[src/hw/rtl/stereogram_disparity_search_core_macros.svh]
// ----------------------------------------------------------------------------
// Stereogram disparity search core assertion macros
// Shared concurrent assertion forms, clocked on aclk, quiet during reset.
// ----------------------------------------------------------------------------
`ifndef STEREOGRAM_DISPARITY_SEARCH_CORE_MACROS_SVH
`define STEREOGRAM_DISPARITY_SEARCH_CORE_MACROS_SVH

// Check a consequence in the same cycle as its cause
`define SDS_ASSERT_IMP(lbl, ante, cons, msg) \
    lbl: assert property (@(posedge aclk) disable iff (!aresetn) (ante) |-> (cons)) \
        else $error(msg);

// Check a consequence in the cycle after its cause
`define SDS_ASSERT_NXT(lbl, ante, cons, msg) \
    lbl: assert property (@(posedge aclk) disable iff (!aresetn) (ante) |=> (cons)) \
        else $error(msg);

`endif

[src/hw/rtl/sds_pkg.sv]
// ----------------------------------------------------------------------------
// Stereogram disparity search package
// Sizes, codes and the controller/datapath command and status types.
// ----------------------------------------------------------------------------
package sds_pkg;

    // Line store and window limits
    localparam int MAX_LINE   = 1024;
    localparam int MAX_WINDOW = 6;
    localparam int ADDR_W     = $clog2(MAX_LINE);
    localparam int SIZE_W     = $clog2(MAX_WINDOW + 1);

    // Field and internal widths
    localparam int PERIOD_W    = 10;
    localparam int LWIDTH_W    = 11;
    localparam int COL_W       = 10;
    localparam int CHAN_W      = 8;
    localparam int PIX_W       = 3 * CHAN_W;
    localparam int OFF_W       = 11;
    localparam int POS_W       = 12;
    localparam int LIM_W       = 15;
    localparam int REM_W       = OFF_W + SIZE_W;
    localparam int SCORE_W     = 16;
    localparam int DIFF_W      = CHAN_W + 2;
    localparam int DISP_W      = 11;
    localparam int WIN_W       = 3;
    localparam int IN_TDATA_W  = 40;
    localparam int OUT_TDATA_W = 16;
    localparam int CFG_IDX_W   = 1;
    localparam int CFG_DATA_W  = 11;

    // Divide by three: floor(x * RECIP3 / 2**RECIP3_SHIFT) for x below 2**16
    localparam int RECIP3_W     = 16;
    localparam int RECIP3_SHIFT = 17;
    localparam logic [RECIP3_W-1:0] RECIP3 = 16'hAAAB;

    // Register reset values
    localparam logic [PERIOD_W-1:0] PERIOD_RESET = 10'd64;
    localparam logic [LWIDTH_W-1:0] LWIDTH_RESET = 11'd1024;

    // Item kinds carried on s_tuser
    localparam logic CMD_WRITE = 1'b0;
    localparam logic CMD_QUERY = 1'b1;

    // Configuration register indexes
    localparam logic [CFG_IDX_W-1:0] CFG_PERIOD = 1'b0;
    localparam logic [CFG_IDX_W-1:0] CFG_LWIDTH = 1'b1;

    // Controller to datapath commands
    typedef struct packed {
        logic mem_wr;       // store the incoming pixel
        logic query_load;   // latch column and period, start at the widest window
        logic setup;        // derive start offset and scan limit
        logic size_init;    // rewind candidate offset, forget best score
        logic cand_clr;     // clear counter and accumulator for a candidate
        logic cand_run;     // read pixels, accumulate, divide
        logic cand_update;  // compare score, advance offset
        logic size_dec;     // step to the next smaller window
        logic out_load;     // move the result into the output register
    } dp_cmd_t;

    // Datapath to controller status
    typedef struct packed {
        logic cand_ok;      // candidate offset passes both scan limits
        logic cand_last;    // last cycle of the candidate evaluation
        logic hit;          // best score of this window is under threshold
        logic size_one;     // current window is the smallest
        logic out_busy;     // output register holds an untaken result
    } dp_status_t;

endpackage

[src/hw/rtl/sds_ctrl.sv]
// ----------------------------------------------------------------------------
// Stereogram disparity search controller
// Sequences one query through window sizes and candidate offsets.
// ----------------------------------------------------------------------------
module sds_ctrl (
    input  logic                aclk,
    input  logic                aresetn,
    input  logic                s_tvalid,
    input  logic                s_tuser,
    output logic                s_tready,
    output sds_pkg::dp_cmd_t    cmd,
    input  sds_pkg::dp_status_t status
);
    import sds_pkg::*;

    typedef enum logic [2:0] {
        ST_IDLE,
        ST_SETUP,
        ST_SIZE_START,
        ST_CHECK,
        ST_CAND,
        ST_CAND_END,
        ST_SIZE_END,
        ST_DONE
    } state_t;

    state_t state_reg;
    state_t state_next;

    assign s_tready = (state_reg == ST_IDLE);

    // Next state and commands
    always_comb begin
        state_next = state_reg;
        cmd        = '0;
        unique case (state_reg)
            ST_IDLE: begin
                if (s_tvalid) begin
                    if (s_tuser == CMD_QUERY) begin
                        cmd.query_load = 1'b1;
                        state_next     = ST_SETUP;
                    end else begin
                        cmd.mem_wr = 1'b1;
                    end
                end
            end
            ST_SETUP: begin
                cmd.setup  = 1'b1;
                state_next = ST_SIZE_START;
            end
            ST_SIZE_START: begin
                cmd.size_init = 1'b1;
                state_next    = ST_CHECK;
            end
            ST_CHECK: begin
                if (status.cand_ok) begin
                    cmd.cand_clr = 1'b1;
                    state_next   = ST_CAND;
                end else begin
                    state_next = ST_SIZE_END;
                end
            end
            ST_CAND: begin
                cmd.cand_run = 1'b1;
                if (status.cand_last) begin
                    state_next = ST_CAND_END;
                end
            end
            ST_CAND_END: begin
                cmd.cand_update = 1'b1;
                state_next      = ST_CHECK;
            end
            ST_SIZE_END: begin
                if (status.hit || status.size_one) begin
                    state_next = ST_DONE;
                end else begin
                    cmd.size_dec = 1'b1;
                    state_next   = ST_SIZE_START;
                end
            end
            ST_DONE: begin
                if (!status.out_busy) begin
                    cmd.out_load = 1'b1;
                    state_next   = ST_IDLE;
                end
            end
            default: state_next = ST_IDLE;
        endcase
    end

    // Hold state
    always_ff @(posedge aclk) begin
        if (!aresetn) begin
            state_reg <= ST_IDLE;
        end else begin
            state_reg <= state_next;
        end
    end

endmodule

[config.mk]
export PLATFORM = sky130hd
export DESIGN_NAME = sds_ctrl
export DESIGN_NICKNAME = d
export VERILOG_FILES = /design/src/hw/rtl/stereogram_disparity_search_core_macros.svh /design/src/hw/rtl/sds_pkg.sv /design/src/hw/rtl/sds_ctrl.sv
export SDC_FILE = /design/constraint.sdc
export NUM_CORES = 1
export LEC_CHECK = 0
export ABC_AREA = 1
export BUFFER_PORTS_ARGS = -buffer_cell sky130_fd_sc_hd__buf_4
export CAP_MARGIN = 5
export CORE_AREA = 3 3 40 42
export DETAILED_ROUTE_END_ITERATION = 7
export DIE_AREA = 0 0 43 45
export MAX_ROUTING_LAYER = met4
export PLACE_DENSITY_LB_ADDON = 0.15
export REMOVE_ABC_BUFFERS = 1
export SLEW_MARGIN = 20
export SYNTH_ARGS = -nofsm -noshare
export SYNTH_HDL_FRONTEND = slang
export SYNTH_SLANG_ARGS = --single-unit
[constraint.sdc]
create_clock -name aclk -period 1.3 [get_ports aclk]
set_input_delay 0.13 -clock aclk [delete_from_list [all_inputs] [get_ports aclk]]
set_output_delay 0.13 -clock aclk [all_outputs]
set_load 0.02 [all_outputs]
======== Word level (Yosys, flattened, before mapping) ========
Index checks and enable logic that the tools add are counted.
word-level totals
  memory bits (writable) .................. 0
  bits in registers ....................... 3
  bits in latches ......................... 0
  ROM bits ................................ 0
  memories ................................ 0
operators by class
  eq/ne operators ......................... 11
  mux-type cells .......................... 21
  reduce and logical (&&, ||, !) cells .... 4
  div/mod/pow operators ................... 0
  $add $sub $neg .......................... 0
  shift-type cells ........................ 0
  $lt $le $gt $ge ......................... 0
  bitwise gates (word level) .............. 0
  multiply operators ...................... 0
operators with widths
  operator                                             number
  one-hot mux 3 bit (7 select lines)                   1
  two-way mux 3 bit                                    5
  equality test 3 bit, second input constant           4
  two-way mux 1 bit                                    12
  != test 2 bit, second input constant                 4
  equality test 3 x 2 -> 1 bit, second input constant  2
  two-way mux 2 bit                                    3
  AND reduction 4 bit                                  1
  equality test 3 x 1 -> 1 bit, second input constant  1
  zero test 3 bit                                      1
  OR reduction 2 bit                                   1
  logical OR 1 bit                                     1

======== Longest topological paths before layout ========
Gate-level depths: netlist (run 1).
  depth after elaboration ................. 3
  mapped depth ............................ 8
  depth with buffers taken out ............ 7

======== Worst setup path before layout (run 1) ========
OpenSTA, ideal clock, no wires.
  path type ............................... flip-flop to output port
  start point ............................. register state_reg[1]
  end point ............................... output port cmd[8] (netlist bit)
  path slack .............................. 0.027 ns
  stages on the path, launching flop included .. 7
  data required time ...................... 1.170 ns
  data arrival time ....................... 1.143 ns
  cell sequence ........................... dfxtp_1 -> buf_6 -> nor2_2 -> nand2_1 -> inv_1 -> nand2_1 -> nor2_1
RTL lines
  what                    RTL line        source
  start, declared         sds_ctrl.sv:27  state_t state_reg;
  start signal, assigned  sds_ctrl.sv:96  state_reg <= state_next;
  end, declared           sds_ctrl.sv:11  output sds_pkg::dp_cmd_t cmd,

==> metrics, run 1 <==
max frequency=802 MHz; Final Non-Filler Cells=87; Synth warnings=0; RSZ-0062 raised after global routing=true; pre-CTS setup slack=0.175 ns; Leak Pwr=0.273 nW; worst hold margin=0.165 ns; Clock Latency Late Sink=between 0.2 and 0.25 ns; synthesized area=around 270 µm²; DRC Markers=0; # Max-Cap Violations=0; root buffer cell=clkbuf_4; initial antenna violation count=0; Tmin final=1.25 ns; share of the yosys chip area belonging to registers=0.225; grt total ovfl=0; grt met1 use=0.112; maximum root-to-sink buffer count=2; CP max stage delay=roughly 0.36 ns; synth cell count leaders=nor2_1 (12), nand2_1 (11), inv_1 (7), nand3_1 (4), dfxtp_1 (3); CTS tree=yes; slowest stage cell, crit path=dfxtp_4; DRT antenna net count=0; CTS buffer count=3; Startpoint Class=flop; final worst path period share=0.959; grt met3 use=0.0398; Distinct cells, synth=15; n_diodes=0; Synth area leader=dfxtp_1; Syn-to-layout area delta=80.8%; synth top area cells=dfxtp_1 (23%), nor2_1 (17%), nand2_1 (15%); CTS Sinks=3; Total Routing Usage GR=0.0847; Total Wirelength=754 µm; via count=360; crit-path max FO=7; flops & latches, synth=3; EDFF count, synth=0; die width=43 µm; Worst setup startpoint=state_reg[0]; H-tree Lvls=1; Power Density=2350 mW/mm²; routing usage on met2=0.126; Setup crit end=cmd[8]; WP data arrival=roughly 1.1 ns; async set-reset flop share out of synthesis=0; GPL Wtd Cong=approximately 0.71; total core area=about 0.0013 mm²; share of cells above drive strength 1=0.458; Main synth FF type=dfxtp_1; top-area cell type share of the netlist area=0.225; final setup vio count=0; Post-DP HPWL=597 µm; Mapped Avg Cell Area=5.55 µm²; Finished Core Util=0.375; status=complete, no violations; end of the worst register-to-register path=state_reg[2]; Max IR drop VDD=between 0.9 and 1 mV; R2R Setup Slk=0.31 ns; reg2reg start=state_reg[1]; placed cells=81; I/O pin count=19; via/cell ratio=4.14; Slew @ Worst Pin=around 0.19 ns; DRT iter0 DRCs=8; CP Capture Type=output pin; Initial Util=0.207; Max Transition Viols Final=0; reg2reg path depth=6; Top cell by count, worst path=nand2_2; die span in y=45 µm; slew margin rel.=0.870; Mapped Cells=48; routed len/inst=between 8 and 9 µm; most numerous cell in the Yosys netlist=nor2_1; data required time of the critical path=about 1.2 ns; die footprint=0.00194 mm²; vias in the first global route=322; Layout Nets=82; final worst slack=about 0.054 ns; router iterations before antenna repair=3; HP Class=in -> reg; first-pass GRT wire length=approximately 1200 µm; GR peak layer=met2; crit-path cells=nor2_4 -> nand2_2 -> inv_2 -> nand2_2 -> nor2_2 -> buf_6; Fin. Hold Viols=0; max reg flops=3; largest net degree at the start of global routing=9; Port Buffers=18; Clock Skew=around 0.0028 ns; Worst-path clk slew=roughly 0.040 ns; Crit Path Category=reg -> out; Std-Cell Rows=13
layout by cell type, fill, tap and decap left out:
| cell type | instances |
|---|---|
| nand3b_1 | 1 |
| a21boi_0 | 1 |
| buf_4 | 20 |
| nor2_4 | 1 |
| dfxtp_1 | 1 |
| clkbuf_1 | 1 |
| inv_1 | 6 |
| nand2_1 | 9 |
| nand3_2 | 1 |
| nand2_2 | 2 |
| inv_2 | 2 |
| nand4_1 | 1 |
| o21ai_0 | 1 |
| nor3_1 | 2 |
| nor2_1 | 11 |
| nor2_2 | 1 |
| clkbuf_4 | 3 |
| nand3_1 | 4 |
| buf_6 | 1 |
| and3_1 | 1 |
| dfxtp_4 | 2 |
logic make-up (layout without fill, tap and decap cells):
| kind of cell | Yosys count | in the layout | synth area share |
|---|---|---|---|
| AOI/OAI and AO/OA | 2 | 2 | 0.0469 |
| buffers and inverters | 9 | 33 | 0.155 |
| and+or+nand+nor | 34 | 34 | 0.573 |
| DFF | 3 | 3 | 0.225 |
critical path, delay by kind of cell (launching register included):
kind	cells	cell delay (ns)
buffers and inverters	2	0.19
DFF	1	0.36
and+or+nand+nor	4	0.35
metal layers:
metal	wire, µm	vias up
met5	0	-
met1	347	147
met4	0	0
li1	-	200
met3	69	0
met2	337	13
how the worst min path moves through the flow:
stage                        from      endpoint  slack [ns]  cells past startpoint
after detailed placement  aresetn  state_reg[2]        0.41                      3
after floorplan           aresetn  state_reg[2]        0.26                      2
after global routing      aresetn  state_reg[2]        0.18                      3
after CTS                 aresetn  state_reg[2]        0.17                      3
final                     aresetn  state_reg[2]        0.16                      3
after global placement    aresetn  state_reg[2]        0.41                      3
per-stage QoR:
stage	cell area [µm²]	setup TNS, ns	power (W)
3_3_place_gp	417	0	0.000847
6_report	482	0	0.00113
4_1_cts	452	0	0.00104
5_1_grt	482	-0.0187	0.00124
2_1_floorplan	255	0	0.000604
3_5_place_dp	417	0	0.000841
where the power goes:
group	switching [W]	total (W)	leakage, nW	internal, W
logic	0.000422	0.000757	0.232	0.000335
clock network	0.0000445	0.000159	0.0150	0.000115
registers	0.0000675	0.000217	0.0260	0.000149
layout make-up:
type                       count  area [µm²]
inverter                       8        30.0
fill                         152         803
timing repair buffer          21         161
sequential                     3        67.6
tap                           15        18.8
multi-input combinational     36         178
clock buffer                   4        26.3
repair_timing:
action / in CTS / in global routing
gates cloned: 0 / 0
hold buffers: 0 / 0
setup buffers: 1 / 1
pin swaps: 1 / 2
endpoints found under the setup margin: 1 / 3
resized for setup: 1 / 9
No activity file was read; power rests on OpenSTA's default activity.
==> inputs of run 2 (changes only) <==
- clock period: 1.3 -> 1.1 ns (I/O delays scaled with it)
==> run 2 against run 1 <==
The run now ends with negative setup slack left. Die area unchanged. Combinational power increased by 70%. Non-clock buffer count grew 6. Power is 52% higher. First-iteration DRC count down 38%. Routed wire length rose by 16%. Sequential share of layout area is 2.6 points lower. Global-route usage up 2.5 points.
==> metrics, run 2 (same netlist as run 1, synthesis figures left out) <==
status=finished, violations left; failing checks=negative setup slack; Register Area=66.3 µm² (-1.9%); worst hold margin=0.130 ns (-0.0347 ns); CTS Sinks=3 (unchanged); Power Density=2970 mW/mm² (+26%); total core area=0.00128 mm² (unchanged); Slew @ Worst Pin=0.135 ns (-0.0577 ns); setup TNS=-0.570 ns (-0.570 ns); maximum root-to-sink buffer count=2 (unchanged); Initial Util=0.207 (unchanged); Fin. Hold Viols=0 (unchanged); CTS tree=yes; most frequent cells in the layout=buf_4 (21), nor2_1 (9), nand2_1 (9), buf_6 (6), inv_1 (4); Total Routing Usage GR=0.110 (+0.0250); # Max-Cap Violations=0 (unchanged); Clock Skew=0.00161 ns (-0.00121 ns); final worst path period share=1.10; Max Transition Viols Final=0 (unchanged); die width=43 µm (unchanged); slew margin rel.=0.909 (+0.0388); data required time of the critical path=0.99 ns (-0.18 ns); reg2reg start=state_reg[1]; crit-path max FO=3 (-4); Std-Cell Rows=13 (unchanged); Worst-path clk slew=0.04 ns (about the same); via/cell ratio=4.29 (+3.7%); final worst slack=-0.107 ns (-0.160 ns); vias in the first global route=399 (+24%); HP Class=in -> reg; n_diodes=0 (unchanged); CP max stage delay=0.34 ns (-0.02 ns); WP data arrival=1.10 ns (-0.02 ns); Tmin final=approximately 1.2 ns; DRC Markers=0 (unchanged); final setup vio count=10 (+10); first-pass GRT wire length=1530 µm (+24%); root buffer cell=clkbuf_4; end of the worst register-to-register path=state_reg[0]; most common cell after layout, fill and taps aside=buf_4; Startpoint Class=flop; grt met1 use=0.115 (+0.00294); Hold Startpoint=aresetn; initial antenna violation count=0 (unchanged); Crit Path Category=reg -> out; Buf/Inv on CP=2 (unchanged); reg2reg path depth=7 (+1); router iterations before antenna repair=4 (+1); CTS buffer count=3 (unchanged); slowest stage cell, crit path=dfxtp_2; multi-input logic area=213 µm² (+20%); RSZ-0062 raised after global routing=true; max frequency=between 800 and 900 MHz; DP Area=432 µm² (+3.6%); max reg flops=3 (unchanged); share of cells above drive strength 1=0.628 (+0.170); grt met3 use=0.0359 (-0.00398); H-tree Lvls=1 (unchanged); Total Wirelength=878 µm (+16%); Syn-to-layout area delta=118%; I/O pin count=19 (unchanged); Leak Pwr=0.309 nW (+13%); via count=399 (+11%); final instance area=582 µm² (+21%); DRT iter0 DRCs=5 (-3); crit-path cells=nor2_4 -> nand2_2 -> inv_2 -> nand2_1 -> nor2_1 -> buf_4; routed len/inst=9.44 µm (+8.9%); R2R Setup Slk=-0.01 ns (-0.32 ns); largest net degree at the start of global routing=8 (-1); Layout Nets=88 (+7.3%); Finished Core Util=0.453 (+0.0779); WHS Endpoint=state_reg[2]; Max IR drop VDD=1.70 mV (+74%); Post-DP HPWL=635 µm (+6.4%); routing usage on met2=0.186 (+0.0599); pre-CTS setup slack=0.0275 ns (-0.148 ns); GPL Wtd Cong=0.750 (+5.8%); CP Capture Type=output pin; Hold Crit Depth=3 (unchanged); Layout fillers=149 (-2.0%); Port Buffers=18 (unchanged); GR peak layer=met2; Top delay family on crit path=flip-flops; die span in y=45 µm (unchanged); DRT antenna net count=0 (unchanged); grt total ovfl=0 (unchanged); die footprint=0.00194 mm² (unchanged); Clock Latency Late Sink=0.24 ns (about the same)
[run 2: layout make-up]
type                    instances  share of cell area
flip-flops and latches          3               0.114
well taps                      15              0.0323
multi-input cells              36               0.366
clock buffers                   4              0.0452
inverters                       8              0.0559
repair buffers                 27               0.387
[run 2: routing by layer]
layer / routed length, µm / share of wire
met2: 437 / 0.50
met4: 6 / 0.0068
met3: 86 / 0.098
met1: 348 / 0.40
met5: 0 / 0
[run 2: through the flow]
step	std cells	total power, W
after floorplan	47	0.000714
after global placement	83	0.00106
after detailed placement	83	0.00104
after CTS	93	0.00168
after global routing	93	0.00188
final	93	0.00173
[run 2: how the worst max path moves through the flow]
| stage | to | from | slack (ns) | cells past startpoint |
|---|---|---|---|---|
| final | cmd[8] | state_reg[0] | -0.11 | 6 |
| after global routing | cmd[8] | state_reg[0] | -0.20 | 6 |
| after CTS | cmd[8] | state_reg[1] | -0.12 | 6 |
| after detailed placement | cmd[8] | state_reg[1] | 0.03 | 6 |
| after global placement | cmd[8] | state_reg[1] | 0.04 | 6 |
| after floorplan | cmd[8] | state_reg[0] | -0.13 | 5 |
[run 2: where the power goes]
group,total [W],leakage [nW],internal (W),switching [W]
sequential,0.000242,0.0261,0.000172,0.0000700
clock,0.000199,0.0150,0.000136,0.0000627
combinational,0.00129,0.268,0.000644,0.000642
total,0.00173,0.309,0.000952,0.000774
[run 2: worst min-delay path, cell delays in order]
cell	delay [ns]
buf_4	0.12
nand2_1	0.06
nor2_1	0.04
[run 2: timing repair]
action,4_1_cts,5_1_grt
buffers inserted,6,0
pin swaps,3,1
resized for setup,22,4
hold buffers,0,0
setup endpoints to repair,10,12
endpoints found under the hold margin,0,0
==> inputs of run 3 (changes only) <==
- GPL_TIMING_DRIVEN: unset -> 0
- PLACE_DENSITY_LB_ADDON: 0.15 -> unset
==> run 3 against run 2 <==
The flow still finishes with violations (negative setup slack). Setup slack got worse by 0.013 ns. Global-route usage fell by 1.3 points. Hold slack got worse by 0.0071 ns. First-iteration DRC count decreased by 80%. Non-clock buffer count down 3. Clock-buffer cell count stayed put. Register-to-register slack better by 0.10 ns.
==> metrics, run 3 (same netlist as run 1, synthesis figures left out) <==
status=finished, violations left; failing checks=negative setup slack; final setup vio count=8 (-2); crit-path max FO=4 (+1); Final Power=0.00156 W (-9.6%); max frequency=820 MHz (-1.0%); routed len/inst=10.2 µm (+7.7%); crit-path cells=nor2_4 -> nand2_2 -> inv_2 -> nand2_1 -> nor2_1 -> buf_4; CP Capture Type=output pin; via/cell ratio=4.38 (+2.0%); Hold Buf Count CTS=0 (unchanged); final instance area=564 µm² (-3.0%); DRT iter0 DRCs=1 (-4); max reg flops=3 (unchanged); H-tree Lvls=1 (unchanged); Clock Latency Late Sink=0.23 ns (about the same); final worst slack=-0.119 ns (-0.0127 ns); Port Buffers=18 (unchanged); Total Routing Usage GR=0.0967 (-0.0130); Worst-path clk slew=0.04 ns (about the same); largest net degree at the start of global routing=8 (unchanged); CTS buffer count=3 (unchanged); multi-input logic area=213 µm² (unchanged); initial antenna violation count=0 (unchanged); data required time of the critical path=0.99 ns (about the same); slowest stage cell, crit path=dfxtp_4; maximum root-to-sink buffer count=2 (unchanged); most common cell after layout, fill and taps aside=buf_4; WP data arrival=1.11 ns (about the same); Startpoint Class=flop; grt total ovfl=0 (unchanged); vias in the first global route=365 (-8.5%); pre-CTS setup slack=-0.0590 ns (-0.0865 ns); n_diodes=0 (unchanged); first-pass GRT wire length=1430 µm (-6.7%); Power Density=2760 mW/mm² (-6.8%); die width=43 µm (unchanged); router iterations before antenna repair=3 (-1); Std-Cell Rows=13 (unchanged); RSZ-0062 raised after global routing=true; GPL Wtd Cong=0.704 (-6.1%); DP Area=409 µm² (-5.2%); I/O pin count=19 (unchanged); Finished Core Util=0.439 (-0.0136); Layout fillers=137 (-8.1%); die span in y=45 µm (unchanged); CTS Sinks=3 (unchanged); via count=394 (-1.3%); worst hold margin=0.123 ns (-0.00707 ns); # Max-Cap Violations=0 (unchanged); Leak Pwr=0.294 nW (-4.8%); final worst path period share=1.11 (+0.0115); Tmin final=1.22 ns (+0.0127 ns); most frequent cells in the layout=buf_4 (20), nor2_1 (10), nand2_1 (9), buf_6 (4); DRC Markers=0 (unchanged); CTS tree=yes; slew margin rel.=0.888 (-0.0217); Crit Path Category=reg -> out; root buffer cell=clkbuf_4; Register Area=71.3 µm² (+7.5%); share of cells above drive strength 1=0.600 (-0.0282); total core area=0.00128 mm² (unchanged); Buf/Inv on CP=2 (unchanged); Top delay family on crit path=flip-flops; Total Wirelength=915 µm (+4.2%); Fin. Hold Viols=0 (unchanged); Clock Skew=0.00295 ns (+0.00134 ns); Syn-to-layout area delta=112%; Initial Util=0.207 (unchanged); DRT antenna net count=0 (unchanged); CP max stage delay=0.35 ns (about the same); HP Class=in -> reg; Max Transition Viols Final=0 (unchanged); Slew @ Worst Pin=0.167 ns (+0.0322 ns); Max IR drop VDD=1.09 mV (-36%); die footprint=0.00194 mm² (unchanged); Layout Nets=85 (-3.4%); Post-DP HPWL=595 µm (-6.3%)
[run 3: area by class of cell]
| type | count | share of cell area |
|---|---|---|
| inverters | 8 | 0.0710 |
| multi-input cells | 36 | 0.377 |
| clock buffers | 4 | 0.0466 |
| well taps | 15 | 0.0333 |
| repair buffers | 24 | 0.346 |
| flip-flops and latches | 3 | 0.126 |
[run 3: final timing paths]
kind	cells after the start	endpoint	start	slack (ns)
max	6	cmd[8]	state_reg[1]	-0.12
min	3	state_reg[2]	aresetn	0.12
max reg2reg	8	state_reg[0]	state_reg[1]	0.09
min reg2reg	2	state_reg[1]	state_reg[0]	0.62
[run 3: what timing repair did]
item	4_1_cts	5_1_grt
setup endpoints to repair	10	10
buffers inserted	3	3
pin swaps	2	3
gates resized for setup	13	16
[run 3: power breakdown]
| group | switching (W) | total [W] | internal [W] |
|---|---|---|---|
| Sequential | 0.0000896 | 0.000276 | 0.000186 |
| Clock | 0.0000592 | 0.000195 | 0.000136 |
| Combinational | 0.000605 | 0.00109 | 0.000485 |
| Total | 0.000753 | 0.00156 | 0.000807 |
[run 3: worst reg2reg max path, stage by stage, from the launching register on]
cell and delay (ns):
dfxtp_4 0.36, buf_4 0.15, inv_4 0.04, nand3_2 0.06, nand2_1 0.05, inv_1 0.04
nand2_1 0.05, nor2_1 0.10, nor2_1 0.05
[run 3: metrics by stage]
step	std cells	setup TNS (ns)
after floorplan	47	-0.126
after global placement	80	0
after detailed placement	80	-0.0590
after CTS	87	-0.599
after global routing	90	-1.09
final	90	-0.527
[run 3: per-layer routing]
metal,part of all wire,vias up,global-route usage
met4,0,0,0
met2,0.57,8,0.180
met3,0.040,0,0.0359
met1,0.39,183,0.105
met5,0,-,-
li1,-,203,-
